[src/radix_integer_literal_parser_defines.svh]
// Assertion macros for the radix integer literal parser.
// Included by the top level; no other dependencies.
`ifndef RADIX_INTEGER_LITERAL_PARSER_DEFINES_SVH
`define RADIX_INTEGER_LITERAL_PARSER_DEFINES_SVH

// antecedent implies consequent in the same cycle
`define RILP_ASSERT_SAME(label, clk, rst, ante, cons) \
   label: assert property (@(posedge clk) disable iff (rst) (ante) |-> (cons)) \
      else $error("rilp assertion failed");

// antecedent implies consequent in the next cycle
`define RILP_ASSERT_NEXT(label, clk, rst, ante, cons) \
   label: assert property (@(posedge clk) disable iff (rst) (ante) |=> (cons)) \
      else $error("rilp assertion failed");

`endif

[src/rilp_pkg.sv]
// Shared types and character constants for the radix integer literal parser.
// No dependencies.
package rilp_pkg;

   localparam int unsigned RESULT_BITS = 64;

   localparam logic [7:0] CHAR_HASH  = 8'h23;
   localparam logic [7:0] CHAR_PLUS  = 8'h2B;
   localparam logic [7:0] CHAR_MINUS = 8'h2D;
   localparam logic [7:0] CHAR_ZERO  = 8'h30;
   localparam logic [7:0] CHAR_NINE  = 8'h39;
   localparam logic [7:0] CHAR_UC_A  = 8'h41;
   localparam logic [7:0] CHAR_UC_F  = 8'h46;
   localparam logic [7:0] CHAR_LC_A  = 8'h61;
   localparam logic [7:0] CHAR_LC_B  = 8'h62;
   localparam logic [7:0] CHAR_LC_D  = 8'h64;
   localparam logic [7:0] CHAR_LC_E  = 8'h65;
   localparam logic [7:0] CHAR_LC_F  = 8'h66;
   localparam logic [7:0] CHAR_LC_O  = 8'h6F;
   localparam logic [7:0] CHAR_LC_X  = 8'h78;
   localparam logic [7:0] CASE_BIT   = 8'h20;

   localparam logic [4:0] RADIX_2  = 5'd2;
   localparam logic [4:0] RADIX_8  = 5'd8;
   localparam logic [4:0] RADIX_10 = 5'd10;
   localparam logic [4:0] RADIX_16 = 5'd16;

   // character class of one input byte
   typedef struct packed {
      logic       is_hash;
      logic       is_sign;
      logic       is_minus;
      logic       is_digit;     // hex digit of any case
      logic [3:0] digit;
      logic       prefix_ok;    // valid letter after '#'
      logic       prefix_set;   // letter changes the radix ('e' does not)
      logic [4:0] prefix_radix;
   } char_class_type;

   typedef struct packed {
      logic fire;
      logic last;
   } step_type;

   typedef struct packed {
      logic [RESULT_BITS-1:0] value;
      logic                   ok;
      logic                   ovf;
   } result_type;

endpackage

[src/rilp_decode.sv]
// Character classifier: digit value, sign, '#' and prefix letters.
// Depends on rilp_pkg.
module rilp_decode (
   input  logic [7:0]              char_code,
   output rilp_pkg::char_class_type cls
);

   logic [7:0] lower;

   assign lower = char_code | rilp_pkg::CASE_BIT;

   always_comb begin
      cls              = '0;
      cls.is_hash      = (char_code == rilp_pkg::CHAR_HASH);
      cls.is_sign      = (char_code == rilp_pkg::CHAR_PLUS) ||
                         (char_code == rilp_pkg::CHAR_MINUS);
      cls.is_minus     = (char_code == rilp_pkg::CHAR_MINUS);
      cls.prefix_radix = rilp_pkg::RADIX_10;

      if (char_code >= rilp_pkg::CHAR_ZERO && char_code <= rilp_pkg::CHAR_NINE) begin
         cls.is_digit = 1'b1;
         cls.digit    = 4'(char_code - rilp_pkg::CHAR_ZERO);
      end else if (char_code >= rilp_pkg::CHAR_LC_A && char_code <= rilp_pkg::CHAR_LC_F) begin
         cls.is_digit = 1'b1;
         cls.digit    = 4'(char_code - rilp_pkg::CHAR_LC_A + 8'd10);
      end else if (char_code >= rilp_pkg::CHAR_UC_A && char_code <= rilp_pkg::CHAR_UC_F) begin
         cls.is_digit = 1'b1;
         cls.digit    = 4'(char_code - rilp_pkg::CHAR_UC_A + 8'd10);
      end

      // only letters fold onto the lowercase codes below
      unique case (lower)
         rilp_pkg::CHAR_LC_E: begin
            cls.prefix_ok = 1'b1;
         end
         rilp_pkg::CHAR_LC_B: begin
            cls.prefix_ok    = 1'b1;
            cls.prefix_set   = 1'b1;
            cls.prefix_radix = rilp_pkg::RADIX_2;
         end
         rilp_pkg::CHAR_LC_O: begin
            cls.prefix_ok    = 1'b1;
            cls.prefix_set   = 1'b1;
            cls.prefix_radix = rilp_pkg::RADIX_8;
         end
         rilp_pkg::CHAR_LC_D: begin
            cls.prefix_ok    = 1'b1;
            cls.prefix_set   = 1'b1;
            cls.prefix_radix = rilp_pkg::RADIX_10;
         end
         rilp_pkg::CHAR_LC_X: begin
            cls.prefix_ok    = 1'b1;
            cls.prefix_set   = 1'b1;
            cls.prefix_radix = rilp_pkg::RADIX_16;
         end
         default: begin
            cls.prefix_ok = 1'b0;
         end
      endcase
   end

endmodule

[src/rilp_core.sv]
// Parse state, accumulator and overflow tracking; builds the result on the
// last character. Depends on rilp_pkg.
module rilp_core #(
   parameter int unsigned VALUE_BITS = 64
) (
   input  logic                     clock,
   input  logic                     reset,
   input  rilp_pkg::step_type       step,
   input  rilp_pkg::char_class_type cls,
   output rilp_pkg::result_type     result
);

   localparam int unsigned WIDE = VALUE_BITS + 5;

   typedef enum logic [3:0] {
      PH_PREFIX = 4'b0001,
      PH_HASH   = 4'b0010,
      PH_SIGNED = 4'b0100,
      PH_DIGITS = 4'b1000
   } phase_type;

   phase_type             phase_ff, phase_in;
   logic [4:0]            radix_ff, radix_in;
   logic                  neg_ff, neg_in;
   logic [VALUE_BITS-1:0] acc_ff, acc_in;
   logic                  err_ff, err_in;
   logic                  ovf_ff, ovf_in;

   logic [WIDE-1:0]       acc_wide;
   logic [WIDE-1:0]       scaled;
   logic [WIDE-1:0]       limit;
   logic                  digit_ok;
   logic [VALUE_BITS-1:0] signed_val;

   assign acc_wide = WIDE'(acc_ff);
   assign digit_ok = cls.is_digit && (5'(cls.digit) < radix_ff);

   // exact acc * radix + digit; radix is one of four fixed values
   always_comb begin
      case (radix_ff)
         rilp_pkg::RADIX_2:  scaled = acc_wide << 1;
         rilp_pkg::RADIX_8:  scaled = acc_wide << 3;
         rilp_pkg::RADIX_16: scaled = acc_wide << 4;
         default:            scaled = (acc_wide << 3) + (acc_wide << 1);
      endcase
      scaled = scaled + WIDE'(cls.digit);
   end

   // magnitude limit: 2^(N-1) for negative, 2^(N-1)-1 otherwise
   assign limit = (WIDE'(1) << (VALUE_BITS - 1)) - WIDE'(!neg_ff);

   always_comb begin
      phase_in = phase_ff;
      radix_in = radix_ff;
      neg_in   = neg_ff;
      acc_in   = acc_ff;
      err_in   = err_ff;
      ovf_in   = ovf_ff;
      if (!err_ff) begin
         if (phase_ff == PH_HASH) begin
            if (cls.prefix_ok) begin
               phase_in = PH_PREFIX;
               if (cls.prefix_set) begin
                  radix_in = cls.prefix_radix;
               end
            end else begin
               err_in = 1'b1;
            end
         end else if (phase_ff == PH_PREFIX && cls.is_hash) begin
            phase_in = PH_HASH;
         end else if (phase_ff == PH_PREFIX && cls.is_sign) begin
            phase_in = PH_SIGNED;
            neg_in   = cls.is_minus;
         end else if (digit_ok) begin
            phase_in = PH_DIGITS;
            acc_in   = scaled[VALUE_BITS-1:0];
            if (scaled > limit) begin
               ovf_in = 1'b1;
            end
         end else begin
            err_in = 1'b1;
         end
      end
   end

   assign signed_val = neg_in ? (VALUE_BITS'(0) - acc_in) : acc_in;

   always_comb begin
      result.ok    = !err_in && (phase_in == PH_DIGITS);
      result.ovf   = result.ok && ovf_in;
      result.value = result.ok ? rilp_pkg::RESULT_BITS'($signed(signed_val)) : '0;
   end

   always_ff @(posedge clock) begin
      if (reset) begin
         phase_ff <= PH_PREFIX;
         radix_ff <= rilp_pkg::RADIX_10;
         neg_ff   <= 1'b0;
         acc_ff   <= '0;
         err_ff   <= 1'b0;
         ovf_ff   <= 1'b0;
      end else if (step.fire) begin
         if (step.last) begin
            phase_ff <= PH_PREFIX;
            radix_ff <= rilp_pkg::RADIX_10;
            neg_ff   <= 1'b0;
            acc_ff   <= '0;
            err_ff   <= 1'b0;
            ovf_ff   <= 1'b0;
         end else begin
            phase_ff <= phase_in;
            radix_ff <= radix_in;
            neg_ff   <= neg_in;
            acc_ff   <= acc_in;
            err_ff   <= err_in;
            ovf_ff   <= ovf_in;
         end
      end
   end

endmodule

[src/radix_integer_literal_parser.sv]
// Top level of the radix integer literal parser: input register, character
// classifier, parse core and result register.
// Depends on rilp_pkg, rilp_decode, rilp_core and the defines header.
//
// Usage:
//   Characters of a literal arrive one per beat on the req_ channel, low
//   byte of req_tdata, with req_tlast on the final character. Prefixes
//   #b #o #d #x #e, an optional sign, then digits of the current radix.
//   One result beat per literal leaves on the rsp_ channel: rsp_tdata is
//   the 64-bit signed value, rsp_tuser[0] says the literal was well formed
//   and rsp_tuser[1] flags overflow of VALUE_BITS bits.
//   A last character passes the input register, and its result is then
//   held in the result register. Throughput is one character per cycle
//   unless a last character waits on the result slot; the loop that sets
//   it is the accumulator update (shift-and-add by radix, limit compare).
//   Synchronous reset empties both registers and returns the parser to the
//   start of a literal. While the receiver stalls, the result stays in its
//   register and characters that produce no result keep flowing; a last
//   character waits in the input register until the result slot frees.
`include "radix_integer_literal_parser_defines.svh"

module radix_integer_literal_parser #(
   parameter int unsigned VALUE_BITS = 64
) (
   input  logic        clock,
   input  logic        reset,
   input  logic        req_tvalid,
   output logic        req_tready,
   input  logic [7:0]  req_tdata,   // [7:0] char_code
   input  logic        req_tlast,   // is_last
   output logic        rsp_tvalid,
   input  logic        rsp_tready,
   output logic [63:0] rsp_tdata,   // [63:0] parsed_value
   output logic [1:0]  rsp_tuser    // [0] parse_ok, [1] overflowed
);

   logic       in_valid_ff, in_valid_in;
   logic [7:0] in_char_ff, in_char_in;
   logic       in_last_ff, in_last_in;
   logic       advance;

   logic                 out_valid_ff, out_valid_in;
   rilp_pkg::result_type out_ff, out_in;

   rilp_pkg::char_class_type cls;
   rilp_pkg::step_type       step;
   rilp_pkg::result_type     result;

   // only a last character needs the result slot
   assign advance    = !in_last_ff || !out_valid_ff || rsp_tready;
   assign req_tready = !in_valid_ff || advance;
   assign step.fire  = in_valid_ff && advance;
   assign step.last  = in_last_ff;

   rilp_decode u_decode (
      .char_code (in_char_ff),
      .cls       (cls)
   );

   rilp_core #(
      .VALUE_BITS (VALUE_BITS)
   ) u_core (
      .clock  (clock),
      .reset  (reset),
      .step   (step),
      .cls    (cls),
      .result (result)
   );

   always_comb begin
      in_valid_in = in_valid_ff;
      in_char_in  = in_char_ff;
      in_last_in  = in_last_ff;
      if (req_tvalid && req_tready) begin
         in_valid_in = 1'b1;
         in_char_in  = req_tdata;
         in_last_in  = req_tlast;
      end else if (step.fire) begin
         in_valid_in = 1'b0;
      end
   end

   always_comb begin
      out_valid_in = out_valid_ff;
      out_in       = out_ff;
      if (step.fire && step.last) begin
         out_valid_in = 1'b1;
         out_in       = result;
      end else if (rsp_tready) begin
         out_valid_in = 1'b0;
      end
   end

   always_ff @(posedge clock) begin
      if (reset) begin
         in_valid_ff  <= 1'b0;
         out_valid_ff <= 1'b0;
      end else begin
         in_valid_ff  <= in_valid_in;
         out_valid_ff <= out_valid_in;
      end
   end

   always_ff @(posedge clock) begin
      in_char_ff <= in_char_in;
      in_last_ff <= in_last_in;
      out_ff     <= out_in;
   end

   assign rsp_tvalid   = out_valid_ff;
   assign rsp_tdata    = out_ff.value;
   assign rsp_tuser[0] = out_ff.ok;
   assign rsp_tuser[1] = out_ff.ovf;

   `RILP_ASSERT_SAME(a_bad_is_zero, clock, reset, rsp_tvalid && !rsp_tuser[0],
      rsp_tdata == 64'd0 && !rsp_tuser[1])
   `RILP_ASSERT_SAME(a_result_from_last, clock, reset, $rose(rsp_tvalid),
      $past(in_valid_ff && in_last_ff))
   `RILP_ASSERT_NEXT(a_drain_empties, clock, reset,
      rsp_tvalid && rsp_tready && !(step.fire && step.last), !rsp_tvalid)

endmodule
[config.mk]
export PLATFORM = sky130hd
export DESIGN_NAME = radix_integer_literal_parser
export DESIGN_NICKNAME = d
export VERILOG_FILES = /design/src/rilp_pkg.sv /design/src/rilp_decode.sv /design/src/rilp_core.sv /design/src/radix_integer_literal_parser.sv
export VERILOG_INCLUDE_DIRS = /design/src /design/src/src
export SDC_FILE = /design/constraint.sdc
export NUM_CORES = 1
export LEC_CHECK = 0
export BUFFER_PORTS_ARGS = -buffer_cell sky130_fd_sc_hd__buf_4
export CORE_MARGIN = 5
export CORE_UTILIZATION = 41
export CTS_CLUSTER_SIZE = 25
export DETAILED_ROUTE_END_ITERATION = 10
export PLACE_DENSITY = 0.54
export RECOVER_POWER = 100
export SKIP_CTS_REPAIR_TIMING = 1
export SKIP_LAST_GASP = 1
export SLEW_MARGIN = 40
export SYNTH_ARGS = -nofsm -noshare
export SYNTH_HDL_FRONTEND = slang
export SYNTH_SLANG_ARGS = --single-unit
[constraint.sdc]
create_clock -name clock -period 9.34 [get_ports clock]
set_clock_uncertainty 0.1 [all_clocks]
set_input_delay 0.934 -clock clock [delete_from_list [all_inputs] [get_ports clock]]
set_output_delay 0.934 -clock clock [all_outputs]
set_load 0.02 [all_outputs]
==> flow_summary.ini <==
[outcome]
status = finished, violations left
violations = max-capacitance violations, max-slew violations

[synth]
synth.avg_cell_area_um2 = 7.55
synth_fp_nets = 2591
yosysSeqAreaShare = 0.205
syn_area_mm2 = 0.0184
synthAdderAreaFrac = 0.0939
synth_seq_cells = 151
synth_ff_type = dfxtp_1
muxShareOfSynthArea = 0.0186
synth-warning-count = 0
syn_inst = 2441
synth_top_family_by_area = compound AO/OA/AOI/OAI gates
async_flop_share = 0
synth-simple-area-share = 0.274
ys_types = 110
synth_xor_xnor_area_share = 0.0480
synth_compound_gate_area_share = 0.315
synth_edf_count = 75

[final_layout]
area_growth_pct = 6.69
finish.utilization = 0.444
layoutNonFillerInstCount = 3024
design_area_mm2 = 0.0197
nets = 2569
drive_above_1_share = 0.0641
n_antenna_cell = 0

[placed_design]
hpwl_um = 55200
post-place-cells = 2991
placedInstanceArea_mm2 = 0.0194
gp_congestion = 0.927
numPortBuffers = 80

[cts]
clock_path_buffers = 2
cts.reportedPaths.clkPinSlew_ns = 0.07
insertion_delay_ns = 0.45
cts_root_buf = clkbuf_16
cts_buffers = 17
tritoncts = yes
h-tree-depth = 4
clock-sinks = 151

[drt]
viasPerCell = 6.53
vias = 19800
first_pass_iters = 6
wirelength_um = 71800
routedWlPerCell_um = 23.7
route.detailed.drc = 0
drt_iter0_markers = 1821
antenna_left = 0

[timing]
timing.fmax_ghz = 0.120
holdWs_ns = 0.431
hold_viol_final = 0
period_share = 0.892
rsz0062_at_grt = no
setup_viol = 0
slew_headroom = -0.468
worstMarginPinSlew_ns = 2.20
fin_crit_ns = 8.33
fin_setup_tns_ns = 0
drv_slew = 68

[critical_path]
path_max_fanout = 11
critPathTopFamily = simple AND/OR/NAND/NOR gates
crit_path_max_incr_delay_ns = 0.67
rrSetupSlack_ns = 1.01
reg2reg_to = rsp_tuser[1]$_DFFE_PP_
worstPathArrival_ns = 8.42
cp-start-kind = register
crit_path_end_kind = register
ff2ff_path_depth = 32
slowest_stage = or4_4
critPathRequiredTime_ns = 9.43
crit_type = reg -> reg
r2r_start = in_char_ff[3]$_DFFE_PP_
cp.buffers_inverters = 2
crit_top_cell = a21o_1

[grt]
track_usage = 0.280
met2_usage = 0.409
grt_pass1_vias = 18100
grt_first_pass_wirelength_um = 111000
grt_max_degree = 77
grt-ovfl-total = 0
use_met1 = 0.428
busiest_layer = met1
grtUsageMet3 = 0.0402
antenna_found_initial = 0

[floorplan]
die_h_um = 222
fp.dieArea_mm2 = 0.0493
die_w_um = 222
core_area_mm2 = 0.0443
floorplan.rows = 77
pin_count = 81
start_util = 0.416

[worst_hold_path]
whs_path_depth = 2
hold_end = u_core.phase_ff[1]$_SDFFE_PP0P_
hp-class = reg -> reg
hold_start = u_core.phase_ff[1]$_SDFFE_PP0P_

[power_and_ir_drop]
p_per_area_mw_per_mm2 = 76.8
ir_worst_vdd_mv = 0.138
p_leak_nw = 7.50

[job]
maxCapViolCount = 2
## final cells by class
| class | instances | area (um2) |
|---|---|---|
| repair buffers | 115 | 606 |
| multi-input cells | 2088 | 13800 |
| inverters | 46 | 173 |
| fillers | 4662 | 24700 |
| flip-flops and latches | 151 | 3780 |
| well taps | 592 | 741 |
| clock buffers | 17 | 425 |
| clock inverters | 15 | 148 |
## kinds of logic after synthesis
group / count (synthesis)
compound gates: 843
mux: 32
buf+inv: 202
fa+ha+maj: 137
xor+xnor: 101
simple gates: 975
flops: 151
## cell usage in the layout, fill, tap and decap left out, drive strengths merged, types with 23 or more instances in the layout
cell type and n:
nor2 318, a21oi 209, nand2 173, ha 135, o21ai 122, a22oi 103, clkbuf 102, dfxtp 76
edfxtp 75, nor3 73, nand4 72, a21o 69, nand3 67, xnor2 65, inv 51, nor4 41
xor2 36, o31ai 36, and2 32, a31oi 30, buf 30, or3 29, and3 28, o21a 28
o211ai 27, nor2b 23
## registers in the layout, indices dropped and copies added, names as in the netlist, 2 cells and up
signal	flops
rsp_tuser	2
rsp_tdata	64
in_char_ff	8
u_core.acc_ff	64
u_core.radix_ff	3
u_core.phase_ff	4
## per-stage QoR
step	power [mW]	setup slack [ns]
floorplan	0.800	0.937
global placement	0.842	1.39
detailed placement	0.844	1.33
CTS	1.53	1.30
global route	1.57	0.341
finish	1.51	1.01
## worst max-delay path by stage
stage	start	endpoint	slack, ns	cells after the start
final	in_char_ff[3]$_DFFE_PP_	rsp_tuser[1]$_DFFE_PP_	1.01	32
after global routing	in_char_ff[3]$_DFFE_PP_	rsp_tuser[1]$_DFFE_PP_	0.34	32
after floorplan	u_core.radix_ff[4]$_SDFFE_PP0P_	rsp_tuser[1]$_DFFE_PP_	0.94	41
after global placement	in_char_ff[3]$_DFFE_PP_	rsp_tuser[1]$_DFFE_PP_	1.39	32
after CTS	in_char_ff[3]$_DFFE_PP_	rsp_tuser[1]$_DFFE_PP_	1.30	32
after detailed placement	in_char_ff[3]$_DFFE_PP_	rsp_tuser[1]$_DFFE_PP_	1.33	32
## cells in the mapped netlist, types with 45 or more instances
library cell  instances  area share
a21o_1               68       0.028
a21oi_1             204       0.055
a22oi_1             102       0.042
clkbuf_1             97       0.020
dfxtp_1              76       0.083
edfxtp_1             75        0.12
ha_1                135       0.092
inv_1                45      0.0092
nand2_1             170       0.035
nand3_1              65       0.018
nand4_1              72       0.024
nor2_1              318       0.065
nor3_1               69       0.019
o21ai_0             110       0.030
xnor2_1              65       0.031
## layer usage
layer,routed length (um),vias to the layer above
met2,29800,855
met5,0,-
met1,34700,9465
met4,1700,0
li1,-,9343
met3,5600,89
## power breakdown
part           internal (mW)  switching [mW]
Clock                  0.373           0.314
Sequential             0.703         0.00742
Combinational         0.0277          0.0842
Total                   1.10           0.406
## tightest hold or removal path: cells and delay by family, from the launching register on
kind / cells / cell delay (ns)
AOI/OAI and AO/OA: 1 / 0.06
and+or+nand+nor: 1 / 0.07
DFF: 1 / 0.35
(Power assumes the default switching activity.)
